<file path="src/design/assert_macros.svh">
// Shared assertion macros for the splat block.
`ifndef ASSERT_MACROS_SVH
`define ASSERT_MACROS_SVH

// The consequent must hold in the same cycle as the antecedent.
`define SKS_ASSERT_IMPL(label, clk, rst_n, ante, cons, msg) \
    label: assert property (@(posedge clk) disable iff (!rst_n) (ante) |-> (cons)) \
        else $error(msg);

// The consequent must hold in the cycle after the antecedent.
`define SKS_ASSERT_NEXT(label, clk, rst_n, ante, cons, msg) \
    label: assert property (@(posedge clk) disable iff (!rst_n) (ante) |=> (cons)) \
        else $error(msg);

`endif

</file>
<file path="src/design/sks_pkg.sv">
package sks_pkg;

    localparam int MAX_WIDTH  = 256;
    localparam int MAX_HEIGHT = 256;
    localparam int RAM_DEPTH  = MAX_WIDTH * MAX_HEIGHT;
    localparam int ADDR_W     = $clog2(RAM_DEPTH);

    localparam int Q_DEPTH = 2;
    localparam int Q_PTR_W = (Q_DEPTH > 1) ? $clog2(Q_DEPTH) : 1;
    localparam int Q_CNT_W = $clog2(Q_DEPTH + 1);

    localparam int CFG_ADDR_W = 4;

    localparam logic [8:0] WIDTH_RESET  = 9'd256;
    localparam logic [8:0] HEIGHT_RESET = 9'd256;
    localparam logic       LARGE_RESET  = 1'b0;
    localparam logic [7:0] GLOW_RESET   = 8'd191;

    localparam logic [7:0] LEVEL_MAX = 8'd255;

    typedef enum logic [1:0] {
        REG_WIDTH  = 2'd0,
        REG_HEIGHT = 2'd1,
        REG_LARGE  = 2'd2,
        REG_GLOW   = 2'd3
    } reg_idx_t;

    typedef enum logic {
        CMD_SPLAT = 1'b0,
        CMD_CLEAR = 1'b1
    } cmd_t;

    typedef struct packed {
        logic [8:0] width;
        logic [8:0] height;
        logic       large_kernel;
        logic [7:0] glow_top;
    } cfg_t;

    // One classified request as it waits between front and back.
    typedef struct packed {
        cmd_t       kind;
        logic [7:0] x;
        logic [7:0] y;
        logic       wide;
        logic [8:0] w_eff;
        logic [8:0] h_eff;
    } entry_t;

    typedef struct packed {
        logic full;
        logic empty;
    } q_stat_t;

    typedef struct packed {
        logic init_busy;
    } back_stat_t;

    typedef struct packed {
        logic       last;
        logic       touched;
        logic [7:0] pixel_value;
        logic [7:0] level;
        logic [7:0] row;
        logic [7:0] col;
    } res_t;

    localparam logic [6:0] KERN3 [3][3] = '{
        '{7'd4, 7'd8,  7'd4},
        '{7'd8, 7'd64, 7'd8},
        '{7'd4, 7'd8,  7'd4}
    };

    localparam logic [6:0] KERN7 [7][7] = '{
        '{7'd0, 7'd1, 7'd1, 7'd1, 7'd1, 7'd1, 7'd0},
        '{7'd1, 7'd1, 7'd1, 7'd2, 7'd1, 7'd1, 7'd1},
        '{7'd1, 7'd1, 7'd2, 7'd4, 7'd2, 7'd1, 7'd1},
        '{7'd1, 7'd2, 7'd4, 7'd6, 7'd4, 7'd2, 7'd1},
        '{7'd1, 7'd1, 7'd2, 7'd4, 7'd2, 7'd1, 7'd1},
        '{7'd1, 7'd1, 7'd1, 7'd2, 7'd1, 7'd1, 7'd1},
        '{7'd0, 7'd1, 7'd1, 7'd1, 7'd1, 7'd1, 7'd0}
    };

    // Weight of kernel cell (ky, kx); cells beyond the kernel weigh zero.
    function automatic logic [6:0] kernel_weight(input logic wide,
                                                 input logic [2:0] ky,
                                                 input logic [2:0] kx);
        logic [6:0] wt;
        wt = 7'd0;
        if (wide)
        begin
            if (ky < 3'd7 && kx < 3'd7)
            begin
                wt = KERN7[ky][kx];
            end
        end
        else
        begin
            if (ky < 3'd3 && kx < 3'd3)
            begin
                wt = KERN3[ky[1:0]][kx[1:0]];
            end
        end
        return wt;
    endfunction

endpackage

</file>
<file path="src/design/sks_queue.sv">
module sks_queue (
    input  logic              clk,
    input  logic              rst_n,
    input  logic              push,
    input  sks_pkg::entry_t   push_data,
    input  logic              pop,
    output sks_pkg::entry_t   head,
    output sks_pkg::q_stat_t  stat
);

    sks_pkg::entry_t                 slot_reg [sks_pkg::Q_DEPTH];
    logic [sks_pkg::Q_PTR_W-1:0]     wr_ptr_reg;
    logic [sks_pkg::Q_PTR_W-1:0]     wr_ptr_next;
    logic [sks_pkg::Q_PTR_W-1:0]     rd_ptr_reg;
    logic [sks_pkg::Q_PTR_W-1:0]     rd_ptr_next;
    logic [sks_pkg::Q_CNT_W-1:0]     count_reg;
    logic [sks_pkg::Q_CNT_W-1:0]     count_next;

    function automatic logic [sks_pkg::Q_PTR_W-1:0] bump(
        input logic [sks_pkg::Q_PTR_W-1:0] p);
        logic [sks_pkg::Q_PTR_W-1:0] n;
        if (p == sks_pkg::Q_PTR_W'(sks_pkg::Q_DEPTH - 1))
        begin
            n = '0;
        end
        else
        begin
            n = p + 1'b1;
        end
        return n;
    endfunction

    always_comb
    begin
        wr_ptr_next = push ? bump(wr_ptr_reg) : wr_ptr_reg;
        rd_ptr_next = pop ? bump(rd_ptr_reg) : rd_ptr_reg;
        count_next  = count_reg;
        if (push && !pop)
        begin
            count_next = count_reg + 1'b1;
        end
        else if (pop && !push)
        begin
            count_next = count_reg - 1'b1;
        end
    end

    always_ff @(posedge clk or negedge rst_n)
    begin
        if (!rst_n)
        begin
            wr_ptr_reg <= '0;
            rd_ptr_reg <= '0;
            count_reg  <= '0;
        end
        else
        begin
            wr_ptr_reg <= wr_ptr_next;
            rd_ptr_reg <= rd_ptr_next;
            count_reg  <= count_next;
        end
    end

    always_ff @(posedge clk)
    begin
        if (push)
        begin
            slot_reg[wr_ptr_reg] <= push_data;
        end
    end

    assign head       = slot_reg[rd_ptr_reg];
    assign stat.full  = (count_reg == sks_pkg::Q_CNT_W'(sks_pkg::Q_DEPTH));
    assign stat.empty = (count_reg == '0);

endmodule

</file>
<file path="config.mk">
export PLATFORM = sky130hd
export DESIGN_NAME = sks_queue
export DESIGN_NICKNAME = d
export VERILOG_FILES = /design/src/design/assert_macros.svh /design/src/design/sks_pkg.sv /design/src/design/sks_queue.sv
export SDC_FILE = /design/constraint.sdc
export NUM_CORES = 1
export LEC_CHECK = 0
export BUFFER_PORTS_ARGS = -buffer_cell sky130_fd_sc_hd__buf_2
export CORE_MARGIN = 4
export CORE_UTILIZATION = 25
export CTS_BUF_LIST = sky130_fd_sc_hd__clkbuf_16
export DETAILED_ROUTE_END_ITERATION = 7
export GPL_ROUTABILITY_DRIVEN = 1
export SYNTH_ARGS = -nofsm -noshare
export SYNTH_HDL_FRONTEND = slang
export SYNTH_SLANG_ARGS = --single-unit
export TNS_END_PERCENT = 20
</file>
<file path="constraint.sdc">
create_clock -name clk -period 7.12 [get_ports clk]
set_input_delay 0.356 -clock clk [delete_from_list [all_inputs] [get_ports clk]]
set_output_delay 0.356 -clock clk [all_outputs]
set_load 0.02 [all_outputs]
</file>
-- After elaboration in Yosys (flattened, before gate mapping)
Memories as Yosys holds them, arrays and structs flattened.
Index checks and enable logic that the tools add are counted.
- register bits: 4
- bits in writable memories: 72
- memories: 1
- muxes and demuxes: 6
- equal/unequal tests: 1
- reduce and logical (&&, ||, !) cells: 6
- add/sub/neg operators: 4
- memories (memory ; words ; width ; rd ports ; clocked after memory_dff ; write ports ; line ; RTL):
    slot_reg ; 2 ; 36 ; 1 ; 0 ; 1 ; sks_queue.sv:11 ; sks_pkg::entry_t slot_reg [sks_pkg::Q_DEPTH];
- operators by type and width (kind ; count):
    1-bit two-way mux ; 4
    2-bit two-way mux ; 2
    1-bit adder (second input constant) ; 2
    2-bit by 1-bit adder with 2-bit output (second input constant) ; 1
    2-bit == test (second input constant) ; 1
    1-bit logical AND ; 2
    1-bit logical NOT ; 2
    2-bit logical NOT ; 1
    2-bit nonzero test ; 1
    2-bit by 1-bit subtractor with 2-bit output (second input constant) ; 1

-- Depth between registers and ports, before layout
- depth in word-level cells: 4
- mapped depth: 5
- depth with buffers taken out: 5

-- Least setup slack after synthesis
Ideal clock, no wire load.
- path kind: register to register
- start: register wr_ptr_reg
- end: memory slot_reg[0][0] in the netlist's numbering, enable pin
- setup time: 0.434 ns
- buffers on the path: 0
- arrival time: 2.017 ns
- clock period less this slack: 2.451 ns
- data required time: 6.686 ns
- stages on the path, launching flop included: 2
- path slack: 4.669 ns
- path through: dfrtp_1 -> nor2b_1
- RTL lines (what ; line ; RTL):
    start, declared ; sks_queue.sv:12 ; logic [sks_pkg::Q_PTR_W-1:0] wr_ptr_reg;
    start signal, assigned ; sks_queue.sv:58 ; wr_ptr_reg <= wr_ptr_next;
    end, declared ; sks_queue.sv:11 ;
Straight into the memory's write port.

==> metrics.csv <==
metric,value,unit
outcome,finished clean,
Post-Syn Instances,128,
Placement Rows,39,
post-synthesis adder-cell area fraction,0.00426,
most common cell in the synthesized netlist,edfxtp_1,
sequential power share,0.425,
clk_lat worst skew,0.32,ns
Ports,78,
layout cells sized above 1,0.594,
DRT iter0 DRCs,68,
P&R area growth vs syn,27.9,%
CP startpoint,rd_ptr_reg,
vias in the first global route,1537,
placed cell count,344,
Avg Synthesized Cell Area,22.9,um2
MaxCap Viol Count,0,
Vias/cell,3.92,
logic gate share of total power,0.283,
Finished Cell Area,0.00375,mm2
Post-Synth Simple-Gate Area,0.00896,
critical path arrival,2.03,ns
Core ar.,0.0115,mm2
hold_buf cts,1,
"Primary FF master, synth",edfxtp_1,
die area,0.0135,mm2
P per Cell Area,425,mW/mm2
"Reg clk slew, reported paths",0.06,ns
post-synthesis compound-gate area fraction,0,
Hold WS,0.219,ns
Max Buffers Root-to-Sink,2,
global-route track usage on met3,0.0394,
Power Internal,1.12,mW
final hold viol count,0,
maximum fanout along the worst path,37,
Reg area,0.00226,mm2
largest family of logic cells by synthesized area,multiplexers,
worst vdd ir,0.256,mV
Num CTS Buffers,9,
GRT Overall Usage,0.0763,
total power draw,1.59,mW
Synth async-reset ratio,0.0526,
switching share of power,0.297,
H-tree depth,3,
RR Startpoint,wr_ptr_reg,
area of the multi-input gates,606,um2
initial antenna violation count,1,
GRT overflow,0,
die extent in y,116,um
global route hottest layer,met2,
Synth area leaders,"edfxtp_1, mux2_4, dfrtp_1",
Final Non-Filler Cells,360,
NetSw,473,uW
syn nets,169,
hold path startpoint,push_data[15],
mux contribution to synthesized area,0.175,
CTS tree,done,
Final Util,0.327,
DRC violations left,0,
routed length per instance,14.0,um
count of pins over their slew limit,0,
first-pass GRT wire length,7.65,mm
sequential fraction of the synthesis area,0.771,
cell area after placement,0.00344,mm2
met1 global-route usage,0.0856,
synthesized cell area,0.00293,mm2
WS Path Type,register to output port,
Hold/Removal Path Class,input port to register,
Die X,116,um
fill cell count,1127,
GP Congestion,0.633,
top-area cell type share of the netlist area,0.737,
"Setup violations, final",0,
clock root buffer,clkbuf_16,
fin nets,254,
TritonRoute pass-1 iters,4,
relative slew slack,0.253,
clock power share,0.292,
diode count,0,
synth warn,0,
nature of the critical path endpoint,output port,
worst-margin pin slew,1.12,ns
Pleak,1.49,nW
number of enable flip-flop cells after synthesis,72,
met2 usage,0.125,
DP Worst Slack,5.02,ns
post-CTS setup buffers,0,
clock skew,0.00736,ns
worst endpoint required time,6.76,ns
# resized after CTS,0,
RSZ-0062 raised after global routing,no,
hpwl dp,3.27,mm
flop-to-flop setup slack,5.41,ns
CP startpoint kind,register,
total vias in the final route,1410,
Tcrit/Tclk final,0.335,
highest clock rate,419,MHz
Post-Synth XOR/XNOR Area,0.0149,
Final TNS setup,0,ns
IO buf count,77,
final wirelength,5.03,mm
max reg flops,72,
fin worst setup slack,4.73,ns
Initial Util,0.256,
Yosys reg bits,76,
"area leader, netlist",edfxtp_1,
Final ANT Viol Nets,0,
min Tclk post-route,2.39,ns
largest net degree at the start of global routing,38,
Yosys cell types,13,
synth cell count leaders,"edfxtp_1, mux2_4, mux2_2, dfrtp_1, xor2_1",
CTS sink count,76,
critical path, cell delays in order, from the launching register on:
cell and delay [ns]:
dfrtp_2 1.07, mux2_2 0.42, buf_2 0.16
placed cells by master, fill, tap and decap left out, types with 2 or more instances in the layout:
cell / Yosys / layout
bufinv_16: 0 / 2
mux2_2: 7 / 7
xor2_1: 4 / 4
clkinv_1: 0 / 2
mux2_4: 29 / 29
clkbuf_16: 0 / 9
buf_2: 0 / 77
nor2_1: 2 / 2
edfxtp_1: 72 / 72
dfrtp_1: 4 / 3
logic make-up (layout without fill, tap and decap cells):
family	Yosys count	count (layout)
flops	76	76
mux	36	36
xor+xnor	5	5
simple gates	5	5
buf+inv	5	94
fa+ha+maj	1	1
power groups by stage:
stage	logic [mW]	registers [mW]	clock network, mW
final	0.452	0.678	0.465
after global routing	0.485	0.694	0.500
after CTS	0.465	0.684	0.480
after detailed placement	0.464	0.693	0
after global placement	0.462	0.688	0
after floorplan	0.414	0.628	0
final timing paths:
path | cells after the start | end
max | 2 | head[19]
min | 1 | slot_reg[0][15]
max reg2reg | 1 | slot_reg[0][28]
min reg2reg | 1 | count_reg[1]
max in group asynchronous | 2 | rd_ptr_reg
min in group asynchronous | 2 | count_reg[1]
layout make-up:
| type | instances | area share |
|---|---|---|
| flip-flops and latches | 76 | 0.603 |
| multi-input cells | 47 | 0.161 |
| repair buffers | 78 | 0.105 |
| clock buffers | 9 | 0.0600 |
| well taps | 143 | 0.0477 |
| clock inverters | 6 | 0.0213 |
| inverters | 1 | 0.00100 |
routing by layer:
| layer | vias up | part of all wire |
|---|---|---|
| li1 | 663 | - |
| met1 | 682 | 0.42 |
| met2 | 53 | 0.47 |
| met3 | 10 | 0.094 |
| met4 | 2 | 0.014 |
| met5 | - | 0.0026 |
Note: power is estimated with default switching activity, not from simulation.
